[config.mk]
export PLATFORM = sky130hd
export DESIGN_NAME = tam_front
export DESIGN_NICKNAME = d
export VERILOG_FILES = /design/src/rtl/tam_pkg.sv /design/src/rtl/tam_front.sv
export SDC_FILE = /design/constraint.sdc
export NUM_CORES = 1
export LEC_CHECK = 0
export BUFFER_PORTS_ARGS = -buffer_cell sky130_fd_sc_hd__buf_2
export CAP_MARGIN = 20
export CORE_ASPECT_RATIO = 0.7
export CORE_MARGIN = 8
export CORE_UTILIZATION = 50
export DETAILED_ROUTE_END_ITERATION = 16
export GPL_TIMING_DRIVEN = 0
export PLACE_DENSITY_LB_ADDON = 0.3
export SYNTH_ARGS = -nofsm -noshare
export SYNTH_HDL_FRONTEND = slang
export SYNTH_SLANG_ARGS = --single-unit
[constraint.sdc]
create_clock -name clock -period 9.85 [get_ports clock]
set_input_delay 1.4775 -clock clock [delete_from_list [all_inputs] [get_ports clock]]
set_output_delay 1.4775 -clock clock [all_outputs]
set_load 0.05 [all_outputs]
[src/rtl/tam_pkg.sv]
`timescale 1ns / 1ps

package tam_pkg;

   // field and register widths
   localparam int CHANNEL_BITS   = 3;
   localparam int PERIOD_BITS    = 16;
   localparam int STEP_BITS      = 32;
   localparam int DEPTH_BITS     = 17;
   localparam int SINE_BITS      = 17;
   localparam int CSR_INDEX_BITS = 2;
   localparam int CSR_DATA_BITS  = 32;

   // default values for the top level parameters
   localparam int MAX_CHANNELS_DEF   = 8;
   localparam int SINE_ADDR_BITS_DEF = 10;
   localparam int SAMPLE_BITS_DEF    = 24;
   localparam int QUEUE_DEPTH_DEF    = 4;

   // register reset values
   localparam logic [PERIOD_BITS-1:0] PERIOD_LEN_RESET = 16'd11025;
   localparam logic [STEP_BITS-1:0]   PHASE_STEP_RESET = 32'd389566;
   localparam logic [DEPTH_BITS-1:0]  DEPTH_Q16_RESET  = 17'd32768;

   // fixed point constants
   localparam logic [SINE_BITS-1:0]  UNITY_Q16    = 17'h10000;
   localparam logic [STEP_BITS-1:0]  QUARTER_TURN = 32'h4000_0000;
   localparam logic [32:0]           UNITY_Q32    = 33'h1_0000_0000;
   localparam logic [63:0]           HALF_PI_Q62  = 64'h6487_ED51_10B4_611A;

   // register indexes
   typedef enum logic [CSR_INDEX_BITS-1:0] {
      CSR_PERIOD_LEN = 2'd0,
      CSR_PHASE_STEP = 2'd1,
      CSR_DEPTH_Q16  = 2'd2
   } csr_index_type;

   // live configuration handed to the front and back
   typedef struct packed {
      logic [PERIOD_BITS-1:0] period_len;
      logic [STEP_BITS-1:0]   phase_step;
      logic [DEPTH_BITS-1:0]  depth_q16;
   } cfg_type;

   // (a * b) >> 62, kept to 64 bits
   function automatic logic [63:0] mul_q62(logic [63:0] a, logic [63:0] b);
      logic [127:0] p;
      p = 128'(a) * 128'(b);
      return p[125:62];
   endfunction

   // divide a series term by (2n+2)(2n+3)
   function automatic logic [63:0] series_div(logic [63:0] x, int n);
      logic [63:0] q;
      case (n)
         0:       q = x / 6;
         1:       q = x / 20;
         2:       q = x / 42;
         3:       q = x / 72;
         4:       q = x / 110;
         5:       q = x / 156;
         6:       q = x / 210;
         7:       q = x / 272;
         8:       q = x / 342;
         9:       q = x / 420;
         10:      q = x / 506;
         11:      q = x / 600;
         default: q = x / 702;
      endcase
      return q;
   endfunction

   // quarter-wave sine entry k, 16 fractional bits, rounded; used at elaboration
   function automatic logic [SINE_BITS-1:0] sine_entry(int k, int addr_bits);
      logic [63:0] t;
      logic [63:0] t2;
      logic [63:0] term;
      logic [63:0] pos;
      logic [63:0] neg;
      logic [63:0] sum;
      t    = mul_q62(HALF_PI_Q62, 64'(k) << (62 - addr_bits));
      t2   = mul_q62(t, t);
      term = t;
      pos  = '0;
      neg  = '0;
      for (int n = 0; n < 13; n++) begin
         if ((n % 2) == 0) pos = pos + term;
         else neg = neg + term;
         term = series_div(mul_q62(term, t2), n);
      end
      sum = (pos - neg) + (64'd1 << 45);
      return sum[62:46];
   endfunction

endpackage

[src/rtl/tam_front.sv]
`timescale 1ns / 1ps

module tam_front #(
   parameter int MAX_CHANNELS   = 8,
   parameter int SINE_ADDR_BITS = 10,
   parameter int SAMPLE_BITS    = 24,
   parameter int ENTRY_BITS     = 39
) (
   input  logic                                clock,
   input  logic                                reset,
   input  tam_pkg::cfg_type                    cfg,
   input  logic                                cfg_clear,
   input  logic                                in_valid,
   output logic                                in_ready,
   input  logic [tam_pkg::CHANNEL_BITS-1:0]    in_channel,
   input  logic [SAMPLE_BITS-1:0]              in_sample,
   output logic                                push_valid,
   input  logic                                push_ready,
   output logic [ENTRY_BITS-1:0]               push_data
);
   import tam_pkg::*;

   localparam int IDX_BITS = (MAX_CHANNELS > 1) ? $clog2(MAX_CHANNELS) : 1;

   logic [PERIOD_BITS-1:0] count_ff [MAX_CHANNELS];
   logic [STEP_BITS-1:0]   phase_ff [MAX_CHANNELS];
   logic [PERIOD_BITS-1:0] count_in;
   logic [STEP_BITS-1:0]   phase_in;
   logic [PERIOD_BITS-1:0] plen;
   logic [PERIOD_BITS-1:0] count_cur;
   logic [STEP_BITS-1:0]   phase_cur;
   logic [STEP_BITS-1:0]   look;
   logic [IDX_BITS-1:0]    idx;
   logic                   has_state;
   logic                   wrap;
   logic                   negative;
   logic [SAMPLE_BITS-1:0] mag;
   logic                   accept;

   assign in_ready   = push_ready;
   assign push_valid = in_valid;
   assign accept     = in_valid && push_ready;

   // classify the request and step its channel LFO
   always_comb begin
      has_state = (32'(in_channel) < 32'(MAX_CHANNELS));
      idx       = has_state ? IDX_BITS'(in_channel) : '0;
      plen      = (cfg.period_len == '0) ? PERIOD_BITS'(1) : cfg.period_len;
      wrap      = (count_ff[idx] >= plen);
      count_cur = wrap ? '0 : count_ff[idx];
      phase_cur = wrap ? '0 : phase_ff[idx];
      count_in  = count_cur + 1'b1;
      phase_in  = phase_cur + cfg.phase_step;
      look      = phase_cur + QUARTER_TURN;
      // sign and magnitude; the most negative value maps to 2^(n-1) as is
      negative  = in_sample[SAMPLE_BITS-1];
      mag       = negative ? SAMPLE_BITS'(-in_sample) : in_sample;
   end

   assign push_data = {look[STEP_BITS-1 -: SINE_ADDR_BITS], mag, negative, has_state,
                       in_channel};

   // per-channel counters, cleared by reset and by any register write
   always_ff @(posedge clock) begin
      if (reset || cfg_clear) begin
         for (int c = 0; c < MAX_CHANNELS; c++) begin
            count_ff[c] <= '0;
            phase_ff[c] <= '0;
         end
      end else if (accept && has_state) begin
         count_ff[idx] <= count_in;
         phase_ff[idx] <= phase_in;
      end
   end

endmodule

Yosys cells after proc, flatten, opt, wreduce, memory -nomap -nowiden
Memory sizes are Yosys's and may differ from the RTL's.
Cells that the tools add are included.
Storage, ports and cells
  bits in registers: 0
  bits in writable memories: 384
  input port bits: 97
  output and inout bits: 41
  memories: 2
Cells by class
  $add $sub $neg: 4
  order comparisons: 1
  multiplexer cells: 15
  reductions and logical operators: 5
Memory list
  phase_ff: depth 8, width 32, read ports 1, clocked after memory_dff 0, wr ports 8, line tam_front.sv:26  | logic [STEP_BITS-1:0] phase_ff [MAX_CHANNELS];
  count_ff: depth 8, width 16, read ports 1, clocked after memory_dff 0, wr ports 8, line tam_front.sv:25  | logic [PERIOD_BITS-1:0] count_ff [MAX_CHANNELS];
Operators with widths (number)
  $mux W32: 2
  $mux W16: 3
  $add A32 B31 Y32 const B: 1
  $add A32 B32 Y32: 1
  $reduce_or A32 Y1: 1
  $mux W24: 1
  $neg A24 Y24: 1
  $add A16 B1 Y16 const B: 1
  $ge A16 B16 Y1: 1
  $logic_not A16 Y1: 1
  $reduce_or A16 Y1: 1
  $mux W1: 7
  $mux W3: 2
  $logic_and A1 B1 Y1: 1
  $logic_or A1 B1 Y1: 1

Longest topological paths before layout
  word-level depth: 6
  mapped depth: 27

Worst setup path before layout
OpenSTA, ideal clock, no wires.
  path kind: input to register
  from: input port in_channel[1] (netlist bit)
  to: memory phase_ff[0][30] (data pin)
  library setup time: 0.272 ns
  arrival time: 7.839 ns
  data required time: 9.578 ns
  setup slack: 1.739 ns
  cell stages on the path: 20
  cells stage by stage: buf_4 -> buf_6 -> mux2_2 -> a221o_1 -> a221oi_1 -> inv_1 -> ha_1 -> and4_1 -> and3_1 -> a2111oi_0 -> o21ai_1 -> clkbuf_1 -> nor4_1 -> ha_1 -> clkbuf_1 -> a21o_1 -> a21oi_1 -> o311ai_0 -> a311oi_2 -> nor2_1
RTL lines
  start: declaration: line tam_front.sv:15  | input logic [tam_pkg::CHANNEL_BITS-1:0] in_channel,
  end: declaration: line tam_front.sv:26

==> impl_metrics.yaml <==
synthesis:
  yosys.area.top_type: "edfxtp_1"
  async_flop_share_pct: 0
  synth_cell_types: 73
  synth.area.top_cells: "edfxtp_1 (61%), nor2_1 (8.1%), ha_1 (3.3%)"
  yosysWarningCount: 0
  synth_edf_count: 384
  ys_seq_elements: 384
  synth.top_cell.area_share_pct: 61.4
  synth_nets: 1763
  netlist_area_um2: 18800
  syn_inst: 1616
  postSynthAreaPerCell_um2: 11.6
  synth_ff_type: "edfxtp_1"
  ys_seq_area_share_pct: 61.4
route:
  wl_per_cell_um: 25.8
  drt-total-wl_mm: 59.0
  drt_first_iter_violations: 2486
  via_per_inst: 6.42
  final_antenna_net_count: 0
  firstDrtPassIters: 6
  drc: 0
  num_vias: 14700
floorplanning:
  start_util_pct: 50.6
  io_pins: 138
  core_area_um2: 37100
  dieArea_um2: 44100
  die_h_um: 178
  die_w_um: 248
  num_rows: 59
worst_setup_path:
  arrival_ns: 9.65
  worstPathRequired_ns: 10.12
  r2r_end: "phase_ff[1][30]"
  timing.rr.start: "count_ff[3][8]"
  worst_setup_path_end_kind: "register"
  r2r_slack_ns: 1.85
  rr_worst_depth: 20
  setup.worst_path.start_class: "input port"
  cp_max_fo: 10
  worstSetupPathType: "input port to register"
cts:
  cts-buffers-inserted: 37
  clkSinkCount: 384
  cts_buffer_depth: 3
  clk_latency_ns: 0.55
  cts_root_buf: "clkbuf_16"
  cts_max_level: 2
  cts_tree: "yes"
  clk_pin_slew_ns: 0.07
  postCtsHoldBufs: 0
place:
  io_buffers: 118
  hpwl_mm: 38.1
  dp_cells: 2224
  place.gp.congestion: 0.876
  place_area_um2: 20100
cells_and_area:
  final_cells: 2288
  areaGrowthSynthToFinish_pct: 13.0
  final_layout_size_suffix_gt1_share_pct: 13.5
  post-route-util_pct: 57.2
  fin_nets: 1922
  antenna_cells: 0
  stdcell_area_um2: 21200
  nFillCells: 3023
timing:
  setup_tns_ns: 0
  period_share_pct: 95.3
  clock_skew_ns: 0.0214
  finalCriticalPeriod_ns: 9.38
  slew_violations: 0
  slew_headroom_pct: 28.8
  finalHoldViolations: 0
  rsz0062_at_grt: "false"
  setup_viol: 0
  tightest_slew_ns: 1.07
  fmax_ghz: 0.107
global_route:
  grt_pass1_wl_mm: 86.4
  grt_pass1_vias: 13900
  grt_max_degree: 49
  antenna_found_initial: 0
  track_usage_pct: 26.2
  grt-ovfl-total: 0
power_and_ir_drop:
  p_total_mw: 4.15
  power_density_nw_per_um2: 195
  p_leak_nw: 8.31
  ir_worst_vdd_v: 0.000102
hold_path:
  holdPathStages: 4
  min_to: "count_ff[1][15]"
  min_from: "count_ff[0][15]"
  hp-class: "register to register"
run:
  maxCapViolations: 0
run_status:
  status: "finished clean"
[critical path: stages]
cell	delay [ns]
buf_2	0.16
buf_2	0.27
buf_2	0.28
clkbuf_1	0.56
a21oi_1	0.11
a221oi_1	0.52
inv_1	0.22
ha_1	0.33
and4_1	0.22
and3_1	0.19
a2111oi_1	0.57
o21ai_1	0.56
clkbuf_1	0.49
nor4_1	0.48
ha_1	0.35
o21a_1	0.20
o31a_1	0.13
a41oi_1	0.64
o21ai_1	0.37
a31oi_1	0.36
o21ai_0	0.23
a311oi_2	0.77
nor2_1	0.11
[through the flow]
stage | hold WS (ns) | setup slack, ns
6_report | 1.01 | 0.466
4_1_cts | 1.01 | 0.491
3_5_place_dp | 0.991 | 0.0158
5_1_grt | 1.07 | 0.190
2_1_floorplan | 0.838 | 1.74
3_3_place_gp | 0.972 | -0.0354
[cells in the mapped netlist (5+ instances only)]
cell	instances
a211oi_1	10
a21o_1	11
a21oi_1	44
a221oi_1	9
a22oi_1	9
a31oi_1	10
and2_1	10
and3_1	22
buf_2	12
buf_4	11
clkbuf_1	62
edfxtp_1	384
ha_1	49
inv_1	48
mux2_2	7
mux2i_1	26
mux4_2	12
nand2_1	60
nand2b_1	10
nand3_1	26
nand3b_1	5
nand4_1	10
nor2_1	404
nor2b_1	8
nor3_1	24
nor4_1	23
o21a_1	5
o21ai_0	33
o221ai_1	18
o22a_1	11
o22ai_1	86
o31ai_1	5
o41ai_1	5
or3_1	11
or4_1	13
xnor2_1	40
xor2_1	17
[state kept, by name, indices dropped and copies added (netlist names)]
| signal | cells |
|---|---|
| count_ff | 128 |
| phase_ff | 256 |
[cell families after synthesis]
family | Yosys count | synth area share (%)
compound gates | 293 | 10.7
xor+xnor | 58 | 2.74
fa+ha+maj | 50 | 3.37
buf+inv | 139 | 3.16
flops | 384 | 61.4
mux | 45 | 3.24
other cells | 1 | 0.0200
simple gates | 646 | 15.4
[cells in the final DEF, fill, tap and decap left out, drive strengths merged, types with 10 or more instances in the layout]
cell type	n
nand2	60
inv	52
and2	10
clkbuf	106
edfxtp	384
nand2b	10
and3	22
clkinv	15
nor4	24
ha	49
o22ai	86
nor2	405
mux2i	26
nand3	26
a21o	11
or4	14
o22a	11
nand4	10
o21ai	35
o221ai	18
nor3	24
a31oi	10
buf	147
or3	15
xnor2	41
mux4	12
a21oi	44
xor2	17
a211oi	10
[power by group]
group          total [mW]  internal (mW)  leakage (nW)  switching [mW]
clock                1.43          0.801         0.579           0.624
combinational       0.831          0.227          3.46           0.604
sequential           1.89           1.87          4.28          0.0209
total                4.15           2.90          8.31            1.25
[cell type report]
type | count | area, um2 | share of cell area (%)
clock inverter | 20 | 175 | 0.825
multi-input combinational | 1093 | 6720 | 31.7
tap | 488 | 611 | 2.88
buffer | 89 | 405 | 1.91
sequential | 384 | 11500 | 54.3
inverter | 50 | 188 | 0.884
timing repair buffer | 120 | 609 | 2.87
clock buffer | 44 | 995 | 4.68
[worst max path at each step]
stage / from / endpoint / slack, ns / cells after the start
2_1_floorplan: in_channel[1] / phase_ff[0][30] / 1.74 / 20
3_3_place_gp: in_channel[0] / phase_ff[5][18] / -0.04 / 22
3_5_place_dp: in_channel[0] / phase_ff[7][30] / 0.02 / 23
4_1_cts: in_channel[0] / phase_ff[1][30] / 0.49 / 23
5_1_grt: in_channel[0] / phase_ff[7][26] / 0.19 / 25
6_report: in_channel[0] / phase_ff[1][30] / 0.47 / 23
[what timing repair did]
action / 4_1_cts / 5_1_grt
endpoints found under the setup margin: 0 / 21
buffers inserted: 0 / 0
gates resized for setup: 0 / 1
hold endpoints to repair: 0 / 0
[per-layer routing]
metal	wire length, um	track usage [%]	up-vias
met2	25700	38.8	1081
met1	23500	37.2	7142
met5	0	0	-
met3	8640	8.03	111
met4	1180	6.65	0
li1	-	-	6349
Power figures use the tool's default switching activity.
