[src/rtl/tam_pkg.sv]
`timescale 1ns / 1ps

package tam_pkg;

   // field and register widths
   localparam int CHANNEL_BITS   = 3;
   localparam int PERIOD_BITS    = 16;
   localparam int STEP_BITS      = 32;
   localparam int DEPTH_BITS     = 17;
   localparam int SINE_BITS      = 17;
   localparam int CSR_INDEX_BITS = 2;
   localparam int CSR_DATA_BITS  = 32;

   // default values for the top level parameters
   localparam int MAX_CHANNELS_DEF   = 8;
   localparam int SINE_ADDR_BITS_DEF = 10;
   localparam int SAMPLE_BITS_DEF    = 24;
   localparam int QUEUE_DEPTH_DEF    = 4;

   // register reset values
   localparam logic [PERIOD_BITS-1:0] PERIOD_LEN_RESET = 16'd11025;
   localparam logic [STEP_BITS-1:0]   PHASE_STEP_RESET = 32'd389566;
   localparam logic [DEPTH_BITS-1:0]  DEPTH_Q16_RESET  = 17'd32768;

   // fixed point constants
   localparam logic [SINE_BITS-1:0]  UNITY_Q16    = 17'h10000;
   localparam logic [STEP_BITS-1:0]  QUARTER_TURN = 32'h4000_0000;
   localparam logic [32:0]           UNITY_Q32    = 33'h1_0000_0000;
   localparam logic [63:0]           HALF_PI_Q62  = 64'h6487_ED51_10B4_611A;

   // register indexes
   typedef enum logic [CSR_INDEX_BITS-1:0] {
      CSR_PERIOD_LEN = 2'd0,
      CSR_PHASE_STEP = 2'd1,
      CSR_DEPTH_Q16  = 2'd2
   } csr_index_type;

   // live configuration handed to the front and back
   typedef struct packed {
      logic [PERIOD_BITS-1:0] period_len;
      logic [STEP_BITS-1:0]   phase_step;
      logic [DEPTH_BITS-1:0]  depth_q16;
   } cfg_type;

   // (a * b) >> 62, kept to 64 bits
   function automatic logic [63:0] mul_q62(logic [63:0] a, logic [63:0] b);
      logic [127:0] p;
      p = 128'(a) * 128'(b);
      return p[125:62];
   endfunction

   // divide a series term by (2n+2)(2n+3)
   function automatic logic [63:0] series_div(logic [63:0] x, int n);
      logic [63:0] q;
      case (n)
         0:       q = x / 6;
         1:       q = x / 20;
         2:       q = x / 42;
         3:       q = x / 72;
         4:       q = x / 110;
         5:       q = x / 156;
         6:       q = x / 210;
         7:       q = x / 272;
         8:       q = x / 342;
         9:       q = x / 420;
         10:      q = x / 506;
         11:      q = x / 600;
         default: q = x / 702;
      endcase
      return q;
   endfunction

   // quarter-wave sine entry k, 16 fractional bits, rounded; used at elaboration
   function automatic logic [SINE_BITS-1:0] sine_entry(int k, int addr_bits);
      logic [63:0] t;
      logic [63:0] t2;
      logic [63:0] term;
      logic [63:0] pos;
      logic [63:0] neg;
      logic [63:0] sum;
      t    = mul_q62(HALF_PI_Q62, 64'(k) << (62 - addr_bits));
      t2   = mul_q62(t, t);
      term = t;
      pos  = '0;
      neg  = '0;
      for (int n = 0; n < 13; n++) begin
         if ((n % 2) == 0) pos = pos + term;
         else neg = neg + term;
         term = series_div(mul_q62(term, t2), n);
      end
      sum = (pos - neg) + (64'd1 << 45);
      return sum[62:46];
   endfunction

endpackage

[src/rtl/tam_queue.sv]
`timescale 1ns / 1ps

module tam_queue #(
   parameter int WIDTH = 32,
   parameter int DEPTH = 4
) (
   input  logic             clock,
   input  logic             reset,
   input  logic             push_valid,
   output logic             push_ready,
   input  logic [WIDTH-1:0] push_data,
   output logic             pop_valid,
   input  logic             pop_ready,
   output logic [WIDTH-1:0] pop_data
);
   import tam_pkg::*;

   localparam int PTR_BITS   = (DEPTH > 1) ? $clog2(DEPTH) : 1;
   localparam int COUNT_BITS = $clog2(DEPTH + 1);

   logic [WIDTH-1:0]      slot_ff [DEPTH];
   logic [PTR_BITS-1:0]   wr_ptr_ff, wr_ptr_in;
   logic [PTR_BITS-1:0]   rd_ptr_ff, rd_ptr_in;
   logic [COUNT_BITS-1:0] count_ff, count_in;
   logic                  do_push;
   logic                  do_pop;

   assign push_ready = (count_ff != COUNT_BITS'(DEPTH));
   assign pop_valid  = (count_ff != '0);
   assign pop_data   = slot_ff[rd_ptr_ff];
   assign do_push    = push_valid && push_ready;
   assign do_pop     = pop_valid && pop_ready;

   // pointer and fill count update
   always_comb begin
      wr_ptr_in = wr_ptr_ff;
      rd_ptr_in = rd_ptr_ff;
      count_in  = count_ff;
      if (do_push) begin
         wr_ptr_in = (wr_ptr_ff == PTR_BITS'(DEPTH - 1)) ? '0 : wr_ptr_ff + 1'b1;
      end
      if (do_pop) begin
         rd_ptr_in = (rd_ptr_ff == PTR_BITS'(DEPTH - 1)) ? '0 : rd_ptr_ff + 1'b1;
      end
      if (do_push && !do_pop) count_in = count_ff + 1'b1;
      else if (do_pop && !do_push) count_in = count_ff - 1'b1;
   end

   always_ff @(posedge clock) begin
      if (reset) begin
         wr_ptr_ff <= '0;
         rd_ptr_ff <= '0;
         count_ff  <= '0;
      end else begin
         wr_ptr_ff <= wr_ptr_in;
         rd_ptr_ff <= rd_ptr_in;
         count_ff  <= count_in;
      end
   end

   // storage
   always_ff @(posedge clock) begin
      if (do_push) slot_ff[wr_ptr_ff] <= push_data;
   end

`ifndef NO_ASSERTIONS
   assert property (@(posedge clock) disable iff (reset) count_ff <= COUNT_BITS'(DEPTH))
      else $error("queue fill count above depth");
   assert property (@(posedge clock) disable iff (reset)
      (do_push && !do_pop) |=> (count_ff == $past(count_ff) + 1'b1))
      else $error("queue count missed a push");
`endif

endmodule

[config.mk]
export PLATFORM = sky130hd
export DESIGN_NAME = tam_queue
export DESIGN_NICKNAME = d
export VERILOG_FILES = /design/src/rtl/tam_pkg.sv /design/src/rtl/tam_queue.sv
export SDC_FILE = /design/constraint.sdc
export NUM_CORES = 1
export LEC_CHECK = 0
export BUFFER_PORTS_ARGS = -buffer_cell sky130_fd_sc_hd__buf_4
export CAP_MARGIN = 30
export CELL_PAD_IN_SITES_DETAIL_PLACEMENT = 0
export CELL_PAD_IN_SITES_GLOBAL_PLACEMENT = 1
export CORE_MARGIN = 10
export CORE_UTILIZATION = 49
export DETAILED_ROUTE_END_ITERATION = 10
export PLACE_DENSITY_LB_ADDON = 0.1
export SLEW_MARGIN = 20
export SYNTH_ARGS = -nofsm -noshare
export SYNTH_HDL_FRONTEND = slang
export SYNTH_SLANG_ARGS = --single-unit
[constraint.sdc]
create_clock -name clock -period 2.5 [get_ports clock]
set_input_delay 0.5 -clock clock [delete_from_list [all_inputs] [get_ports clock]]
set_output_delay 0.5 -clock clock [all_outputs]
set_load 0.01 [all_outputs]
After elaboration in Yosys (flattened, before gate mapping)
Memories as Yosys holds them, arrays and structs flattened. A register that Yosys moved wholly into a read port is not among the register bits.
Index checks and enable logic that the tools add are counted.
- add/sub/neg operators: 4
- equality and inequality tests: 3
- multiplexer cells: 8
- reductions and logical operators: 8
- operator list (kind ; number):
    $mux W2 ; 4
    $mux W3 ; 2
    $add A2 B1 Y2 const B ; 2
    $eq A2 B2 Y1 const B ; 2
    $logic_and A1 B1 Y1 ; 4
    $add A3 B1 Y3 const B ; 1
    $ne A3 B3 Y1 const B ; 1
    $reduce_bool A3 Y1 ; 1
    $sub A3 B1 Y3 const B ; 1
    $logic_not A1 Y1 ; 2
    $mux W1 ; 2
    $reduce_bool A2 Y1 ; 1
- register bits after elaboration: 7
- bits in writable memories: 128
- input port bits: 36
- output and inout port bits: 34
- memories: 1
- memories (name ; depth ; bits a word ; rd ports ; clocked after Yosys merged registers in ; write ports ; RTL line ; source):
    slot_ff ; 4 ; 32 ; 1 ; 1 ; 1 ; tam_queue.sv:21 ; logic [WIDTH-1:0] slot_ff [DEPTH];

Depth between registers and ports, before layout
Gate-level depths: netlist (run 1).
- word-level depth: 6
- gate-level depth with buffers: 9
- mapped depth without buffers: 8

Worst setup path before layout (run 1)
No wires, ideal clock.
- path kind: reg2reg
- start point: reg count_ff[0]
- end point: reg count_ff[2]
- library setup time: 0.070 ns
- data arrival time: 2.120 ns
- data required time: 2.430 ns
- path slack: 0.310 ns
- stages on the path, launching flop included: 10
- cell sequence: dfxtp_1 or3b_1 clkbuf_2 and2_4 ha_1 inv_1 fa_1 xor2_1 or3_2 a21oi_1
- longest elaborated chain between the ends: 5
- elaborated cells between the ends (all ways): 13
- RTL lines (item ; RTL line ; source):
    from (decl) ; tam_queue.sv:24 ; logic [COUNT_BITS-1:0] count_ff, count_in;
    from (signal assigned) ; tam_queue.sv:57 ; count_ff <= count_in;
    $ne A3 B3 Y1 * ; tam_queue.sv:28 ; assign push_ready = (count_ff != COUNT_BITS'(DEPTH));
    net push_ready ; tam_queue.sv:10 ; output logic push_ready,
    $logic_and A1 B1 Y1 * ; tam_queue.sv:31 ; assign do_push = push_valid && push_ready;
    net do_push ; tam_queue.sv:25 ; logic do_push;
    $logic_not A1 Y1 ; tam_queue.sv:46 ; else if (do_pop && !do_push) count_in = count_ff - 1'b1;
    $logic_and A1 B1 Y1 ; tam_queue.sv:46 ;
    $reduce_bool A2 Y1 (no line) ; n/a ;
Mark *: on every way through the listed nets, which the timed path passes. The rest lies on a longest branch. The select of a mux whose other input is x is not followed.
A chain may end at the register's enable or synchronous reset.

Final worst setup path (run 1)
- start point: reg count_ff[0]
- end point: reg count_ff[2]
- longest elaborated chain between the ends: 5
- elaborated cells between the ends (all ways): 13
- RTL lines (item ; RTL line):
    $ne A3 B3 Y1 * ; tam_queue.sv:28
    $logic_and A1 B1 Y1 * ; tam_queue.sv:31
    net do_push ; tam_queue.sv:25
    $logic_not A1 Y1 ; tam_queue.sv:46
    $logic_and A1 B1 Y1 ; tam_queue.sv:46
    $reduce_bool A2 Y1 (no line) ; n/a
Marked as above.

==> flow_summary.ini, run 1 <==
[synth]
syn_area_um2 = 5082
synth_flop_cell = edfxtp_1
synthArstFlopShare_pct = 0
synth_top_cell_area_share_pct = 75.63
synthTopCellsByArea = edfxtp_1, mux4_2, dfxtp_1
synth-edff-count = 128
syn_inst = 215
avgSynthCellArea_um2 = 23.64
synth_top_area_cell = edfxtp_1
synth_most_common_cell = edfxtp_1
synth_nets = 258
synth_seq_cells = 137
yosysWarnings = 0
yosys-top-cells-count = edfxtp_1, mux4_2, dfxtp_1
synth.distinct_cells = 27
seq_area_frac_synth_pct = 79.17

[detailed_routing]
drtIter0Drc = 123
dr.pass1.iters = 4
num_vias = 2335
vias_per_cell = 5.247
drc = 0
ant_nets = 0
routed_wl_mm = 8.887
avgRoutedWirePerCell_um = 19.97

[min_path]
holdPathEnd = slot_ff[1][25]
worstHoldPathCells = 1
min_path_type = primary input to flop
worstHoldStart = push_data[25]

[setup_path]
slowest_delay_ps = 440
cp_max_fo = 7
crit_slowest_cell = dfxtp_1
ff2ff_path_depth = 8
required_ps = 2930
crit_path_end_kind = flop
reg2reg_from = count_ff[0]
critical_path_arrival_ps = 2750
critPathKind = flop to flop
rrSetupSlack_ps = 180
worst_r2r_endpoint = count_ff[2]
start_kind = flop
cp_cell_sequence = or3b_1 -> and2_4 -> ha_1 -> inv_1 -> fa_1 -> xor2_1 -> or3_2 -> a21oi_1

[timing]
fin_crit_ps = 2316
fmax_mhz = 431.8
worst_slew_pin_slew_ps = 884.0
setup_tns_ps = 0
timing.final.ws_setup_ps = 183.9
fin_skew_ps = 11.32
finalCritPeriodShare_pct = 92.64
finalHoldViolCount = 0
setup_viol = 0
drv_slew = 0
rsz0062_at_grt = false
slew_headroom_pct = 41.07

[cells_and_area]
drive_gt1_share_pct = 45.63
nNetsFinal = 340
area_growth_pct = 25.41
n_antenna_cell = 0

[grt]
grt_pass1_wl_mm = 14.05
grt_usage_pct = 12.68
grt_pass1_vias = 2575
antenna_found_initial = 0
overflow = 0
grt_max_degree = 33

[placement]
place_ws_ps = 122.9
port_buffers = 69
dp_hpwl_mm = 5.417
place.gp.congestion = 0.6781

[clock_tree]
clock-root-buffer = clkbuf_8
clockBufferDepth = 2
ctsHoldBuffers = 0
htree_levels = 4
cts_buffers = 17
clk_latency_ps = 510
cts.sinks = 137
clk_pin_slew_ps = 60
tritoncts = yes

[die]
io-pin-count = 70
die_w_um = 121.8
rows = 37
chipHeight_um = 121.8
die_area_um2 = 14850
coreArea_um2 = 10230
start_util_pct = 49.68

[status]
status = completed

[power]
switching_share_pct = 23.79
p_comb_share_pct = 21.1
leakage_nw = 2.211
peakVddDrop_mv = 0.6210
finalPower_mw = 6.746
p_seq_share_pct = 42.9
p_per_area_nw_per_um2 = 1058
p_sw_mw = 1.605
clkPwrFrac_pct = 36.0
p_int_mw = 5.141

[flow_run]
max_cap_viol_count = 0
-- layout by cell type, fill, tap and decap left out, types with 2 or more instances in the layout --
cell type / netlist / final
and3_2: 4 / 4
clkinv_2: 0 / 5
or3_2: 2 / 2
ha_1: 6 / 6
o31ai_2: 1 / 2
dfxtp_2: 0 / 2
bufinv_16: 0 / 4
mux2i_1: 3 / 3
clkinv_1: 0 / 3
dfxtp_1: 9 / 7
xor2_1: 2 / 2
mux4_2: 32 / 32
clkbuf_16: 0 / 16
clkbuf_1: 1 / 2
a21oi_1: 2 / 2
nand2b_1: 2 / 2
inv_1: 3 / 3
nor2_1: 3 / 3
edfxtp_1: 128 / 128
buf_4: 1 / 69
buf_12: 0 / 3
-- per-layer routing --
layer	track usage, %	part of all wire (%)	vias to the layer above
met5	0	0	-
met4	5.142	0.54	0
met3	5.134	5.9	4
met2	19.85	51	67
met1	15.41	43	1203
li1	-	-	1061
-- power by group through the flow --
stage	Combinational (mW)	Clock, mW	Sequential, mW
after floorplan	0.858	0	2.89
after global placement	1.46	0	2.93
after detailed placement	1.46	0	2.94
after CTS	1.47	2.47	2.89
after global routing	1.56	2.58	2.92
final	1.42	2.43	2.89
-- final cells by class --
class / count / area, um^2
clock buffer: 19 / 421.7
clock inverter: 12 / 156.4
fill: 735 / 3857
inverter: 3 / 11.26
multi-input combinational: 66 / 1010
sequential: 137 / 4026
tap: 136 / 170.2
timing repair buffer: 72 / 578.1
-- cells by family after synthesis --
kind of cell,Yosys count,synth area share (%)
flops,137,79.17
buf+inv,12,1.058
simple gates,17,2.092
xor+xnor,2,0.3447
mux,35,14.77
compound gates,5,0.6892
fa+ha+maj,7,1.871
-- critical path, delay by kind of cell (launching register included) --
family	cells	cell delay, ps
compound gates	1	150
xor+xnor	1	170
fa+ha+maj	2	570
buf+inv	1	60
flops	1	440
simple gates	3	860
-- metrics by stage --
stage          area (um^2)  util (%)  instances  hold WS [ps]
4_1_cts               6369     62.25        445         168.3
3_3_place_gp          5791     56.60        414         485.5
3_5_place_dp          5791     56.60        414         499.6
2_1_floorplan         5082         -        215         463.4
5_1_grt               6374     62.30        445         165.3
6_report              6374     62.30        445         193.5
-- flip-flops by register name, indices dropped and copies added, names as in the netlist, named ones only --
name	cells
rd_ptr_ff	2
count_ff	3
wr_ptr_ff	2
slot_ff	128
-- how the worst max path moves through the flow --
| stage | from | to | cells after the start |
|---|---|---|---|
| after floorplan | count_ff[0] | count_ff[2] | 9 |
| after global placement | count_ff[0] | count_ff[2] | 7 |
| after detailed placement | count_ff[0] | count_ff[2] | 7 |
| after CTS | count_ff[0] | count_ff[2] | 7 |
| after global routing | count_ff[0] | count_ff[2] | 8 |
| final | count_ff[0] | count_ff[2] | 8 |
-- timing repair --
item                                    in CTS  in global routing
setup buffers                                0                  0
resized for setup                            0                  1
endpoints found under the setup margin       0                  1
endpoints found under the hold margin        0                  0
Power figures use the tool's default switching activity.
==> run 2: changes to the inputs <==
--- a/config.mk
+++ b/config.mk
@@ -12,6 +12,7 @@
 export CORE_MARGIN = 10
 export CORE_UTILIZATION = 49
 export DETAILED_ROUTE_END_ITERATION = 10
+export GPL_TIMING_DRIVEN = 0
 export PLACE_DENSITY_LB_ADDON = 0.1
 export SLEW_MARGIN = 20
 export SYNTH_ARGS = -nofsm -noshare
==> constraint.sdc (replaced) <==
create_clock -name clock -period 2.5 [get_ports clock]
set_input_delay 0.25 -clock clock [delete_from_list [all_inputs] [get_ports clock]]
set_output_delay 0.25 -clock clock [all_outputs]
set_load 0.01 [all_outputs]
==> run 2 against run 1 <==
  * Non-clock buffer count increased by 38
  * Flip-flop and latch count unchanged
  * Core utilization is 3.2 points higher
  * Sequential share of layout area down 3.1 points
==> flow_summary.ini, run 2 (synthesis gave the netlist of run 1 again) <==
[detailed_routing]
drc = 0
routed_wl_mm = 9.034
ant_nets = 0
vias_per_cell = 5.093
num_vias = 2465
dr.pass1.iters = 4
drtIter0Drc = 139
avgRoutedWirePerCell_um = 18.67

[grt]
grt_pass1_vias = 2689
grt_pass1_wl_mm = 14.61
overflow = 0
grt_usage_pct = 13.03
grt_max_degree = 33
antenna_found_initial = 0

[cells_and_area]
largest-register = slot_ff
fin_cells = 484
n_antenna_cell = 0
reg_top3 = slot_ff (128), count_ff (3)
drive_gt1_share_pct = 41.09
design_area_um2 = 6698
largest_register_ffs = 128
mostFrequentLayoutCells = edfxtp_1, buf_4, dlygate4sd3_1, mux4_2, clkbuf_16
area_growth_pct = 31.78
nNetsFinal = 378
layout_commonest_cell = edfxtp_1

[power]
p_int_mw = 5.164
p_sw_mw = 1.663
switching_share_pct = 24.36
p_per_area_nw_per_um2 = 1019
p_seq_share_pct = 42.2
p_comb_share_pct = 21.2
leakage_nw = 2.353
peakVddDrop_mv = 0.4948
clkPwrFrac_pct = 36.6

[setup_path]
reg2reg_from = count_ff[0]
crit_path_end_kind = flop
crit_slowest_cell = dfxtp_1
cp_max_fo = 7
start_kind = flop
critPathKind = flop to flop
critical_path_arrival_ps = 2800
cp_cell_sequence = or3b_1 -> clkbuf_2 -> and2_4 -> ha_1 -> inv_1 -> fa_1 -> xor2_1 -> or3_2 -> a21oi_1
crit_buf_inv = 2
rrSetupSlack_ps = 150
cp_top_family = simple AND/OR/NAND/NOR gates
required_ps = 2940
worst_r2r_endpoint = count_ff[2]
ff2ff_path_depth = 9
slowest_delay_ps = 450

[placement]
dp_hpwl_mm = 5.349
place_area_um2 = 5763
place.gp.congestion = 0.6488
dp.cells = 419
port_buffers = 68

[clock_tree]
cts_setup_buffers = 0
clock-root-buffer = clkbuf_8
tritoncts = yes
clk_latency_ps = 510
cts_buffers = 17
clockBufferDepth = 2
cts.sinks = 137
clk_pin_slew_ps = 60
htree_levels = 4

[timing]
rsz0062_at_grt = false
fin_skew_ps = 11.20
finalHoldViolCount = 0
worst_slew_pin_slew_ps = 875.1
fin_crit_ps = 2351
drv_slew = 0
setup_viol = 0
slew_headroom_pct = 41.66
finalCritPeriodShare_pct = 94.04
setup_tns_ps = 0
fmax_mhz = 425.4

[die]
start_util_pct = 49.68
coreArea_um2 = 10230
die_area_um2 = 14850
io-pin-count = 70
rows = 37
die_w_um = 121.8
chipHeight_um = 121.8

[min_path]
holdPathEnd = count_ff[0]
worstHoldStart = reset
worstHoldPathCells = 2
min_path_type = primary input to flop

[flow_run]
max_cap_viol_count = 0

[status]
status = completed
## run 2: cell count changes in the layout (fill, tap and decap cells not counted), sizes merged
cell,previous run,this run
clkinvlp,0,1
clkbuf,19,21
dlygate4sd3,0,33
buf,72,75
## run 2: power by group through the flow
stage               combinational (mW)  clock, mW  sequential [mW]
floorplan                        0.858          0             2.89
global placement                  1.43          0             2.91
detailed placement                1.44          0             2.92
CTS                               1.49       2.55             2.88
global route                      1.58       2.66             2.90
finish                            1.45       2.50             2.88
## run 2: per-layer routing
metal	GRT usage (%)	up-vias	wire length, um
met5	0	-	0
met4	4.918	0	116
met3	4.625	16	477
met2	21.43	54	4638
met1	15.48	1252	3802
li1	-	1143	-
## run 2: cell type report
cell class / instances / area, um^2
Clock buffer: 19 / 421.7
Timing Repair Buffer: 101 / 840.8
Sequential cell: 137 / 4024
Multi-Input combinational cell: 66 / 1010
Clock inverter: 13 / 177.7
Inverter: 3 / 11.26
Fill cell: 676 / 3533
Tap cell: 136 / 170.2
Buffer: 9 / 42.54
## run 2: how the worst max path moves through the flow
stage	startpoint	end	slack (ps)	cells after the start
floorplan	count_ff[0]	count_ff[2]	310	9
CTS	count_ff[0]	count_ff[2]	110	7
detailed placement	count_ff[0]	count_ff[2]	130	7
finish	count_ff[0]	count_ff[2]	150	9
global route	count_ff[0]	count_ff[2]	5	9
global placement	count_ff[0]	count_ff[2]	150	7
## run 2: worst reg2reg max path, cell delays in order (launching register included)
cell	delay [ps]
dfxtp_1	450
or3b_1	150
clkbuf_2	160
and2_4	190
ha_1	180
inv_1	60
fa_1	370
xor2_1	180
or3_2	410
a21oi_1	140
## run 2: metrics by stage
| stage | util [%] | setup slack (ps) | power, mW | hold slack (ps) |
|---|---|---|---|---|
| 6_report | 65.46 | 149.1 | 6.827 | 94.73 |
| 5_1_grt | 65.46 | 5.483 | 7.145 | 114.5 |
| 4_1_cts | 65.42 | 108.1 | 6.918 | 86.05 |
| 3_5_place_dp | 56.33 | 127.9 | 4.364 | 455.3 |
| 3_3_place_gp | 56.33 | 145.1 | 4.347 | 451.1 |
| 2_1_floorplan | - | 309.5 | 3.750 | 348.9 |
## run 2: what timing repair did
item / CTS / global route
hold buffers: 33 / 0
endpoints found under the setup margin: 0 / 1
endpoints found under the hold margin: 129 / 0
resized for setup: 0 / 1
==> run 3: changes to the inputs <==
--- a/config.mk
+++ b/config.mk
@@ -9,6 +9,7 @@
 export CAP_MARGIN = 30
 export CELL_PAD_IN_SITES_DETAIL_PLACEMENT = 0
 export CELL_PAD_IN_SITES_GLOBAL_PLACEMENT = 1
+export CORE_ASPECT_RATIO = 0.6
 export CORE_MARGIN = 10
 export CORE_UTILIZATION = 49
 export DETAILED_ROUTE_END_ITERATION = 10
==> run 3 against run 2 <==
  * Clock power is 4% lower
  * Largest cell class unchanged
  * Worst setup slack improved by 9.9 ps
  * Critical path type unchanged
  * Die area grew 0.90%
==> flow_summary.ini, run 3 (synthesis gave the netlist of run 1 again) <==
[status]
status = completed

[detailed_routing]
highest_layer = met4
routed_wl_mm = 9.123
vias_per_cell = 5.289
dr.pass1.iters = 4
drtIter0Drc = 116
num_vias = 2380
ant_nets = 0
wl_met3_um = 514
wl_met2_mm = 4.158
drc = 0
avgRoutedWirePerCell_um = 20.27
met1_length_mm = 4.378

[grt]
grt_usage_pct = 12.84
grt_pass1_vias = 2522
antenna_found_initial = 0
overflow = 0
grt_max_degree = 33
grt_pass1_wl_mm = 14.28

[clock_tree]
tritoncts = yes
clockBufferDepth = 2
clock-root-buffer = clkbuf_16
htree_levels = 4
clk_latency_ps = 410
cts.sinks = 137
clk_pin_slew_ps = 60
cts_setup_buffers = 0
cts_buffers = 17

[setup_path]
rrSetupSlack_ps = 160
worst_r2r_endpoint = count_ff[2]
critical_path_arrival_ps = 2670
ff2ff_path_depth = 9
critPathKind = flop to flop
reg2reg_from = count_ff[1]
start_kind = flop
cp_max_fo = 7
required_ps = 2830
crit_path_end_kind = flop

[die]
chipHeight_um = 98.89
start_util_pct = 50.90
die_w_um = 151.5
io-pin-count = 70
coreArea_um2 = 9985
die_area_um2 = 14980
rows = 28

[min_path]
min_path_type = primary input to flop
holdPathEnd = slot_ff[2][9]
worstHoldPathCells = 1
worstHoldStart = push_data[9]

[placement]
place_area_um2 = 5762
place.gp.congestion = 0.7327
place_ws_ps = 134.2
port_buffers = 68
dp_hpwl_mm = 5.730

[timing]
hold_ws_ps = 43.63
fin_crit_ps = 2341
slew_headroom_pct = 40.38
rsz0062_at_grt = false
setup_viol = 0
timing.final.ws_setup_ps = 159.0
finalHoldViolCount = 0
setup_tns_ps = 0
finalCritPeriodShare_pct = 93.64
worst_slew_pin_slew_ps = 894.3
fin_skew_ps = 9.765
drv_slew = 0
fmax_mhz = 427.2

[cells_and_area]
area_growth_pct = 24.84
nNetsFinal = 345
drive_gt1_share_pct = 45.71
design_area_um2 = 6345
layout_commonest_cell = edfxtp_1
reg_top3 = slot_ff (128), count_ff (3)
n_antenna_cell = 0
largest_register_ffs = 128
final_core_util_pct = 63.55
mostFrequentLayoutCells = edfxtp_1, buf_4, mux4_2, clkbuf_16, dfxtp_1
n_fill_cell = 700
largest-register = slot_ff

[power]
peakVddDrop_mv = 0.6798
leakage_nw = 2.185
p_per_area_nw_per_um2 = 1054

[flow_run]
max_cap_viol_count = 0
-- run 3: worst max path at each step --
stage,startpoint,to,slack (ps),depth (start not counted)
2_1_floorplan,count_ff[0],count_ff[2],310,9
3_3_place_gp,count_ff[0],count_ff[2],130,7
3_5_place_dp,count_ff[0],count_ff[2],130,7
4_1_cts,count_ff[1],count_ff[2],110,7
5_1_grt,count_ff[1],count_ff[2],40,9
6_report,count_ff[1],count_ff[2],160,9
-- run 3: per-stage QoR --
stage	cells	power, mW
after CTS	450	6.764
after global placement	418	4.358
after floorplan	215	3.750
after detailed placement	418	4.373
after global routing	450	7.006
final	450	6.688
-- run 3: metal layers --
layer / vias up / track usage (%)
met5: - / 0
met4: 0 / 5.085
met3: 5 / 4.703
met2: 61 / 17.84
met1: 1241 / 17.93
li1: 1073 / -
-- run 3: layout make-up --
type                            instances  area, um^2  area share, %
Buffer                                  9       42.54         0.6705
Clock buffer                           17       425.4          6.705
Clock inverter                         15       152.6          2.406
Inverter                                3       11.26         0.1775
Multi-Input combinational cell         66        1010          15.91
Sequential cell                       137        4024          63.42
Tap cell                              135       168.9          2.662
Timing Repair Buffer                   68       510.5          8.046
-- run 3: what timing repair did --
action,4_1_cts,5_1_grt
hold buffers,0,0
endpoints found under the setup margin,0,1
resized for setup,0,1
-- run 3: report_power, final --
group	internal (mW)	switching (mW)	leakage, nW	total, mW
clock	1.47	0.921	0.263	2.39
combinational	0.727	0.693	0.675	1.42
sequential	2.79	0.0914	1.25	2.88
total	4.98	1.70	2.19	6.69
-- run 3: critical path, stage by stage, from the launching register on --
cell,delay [ps]
dfxtp_1,440
or3b_1,150
clkbuf_2,160
and2_4,180
ha_1,180
inv_1,60
fa_1,370
xor2_1,180
or3_2,410
a21oi_1,140
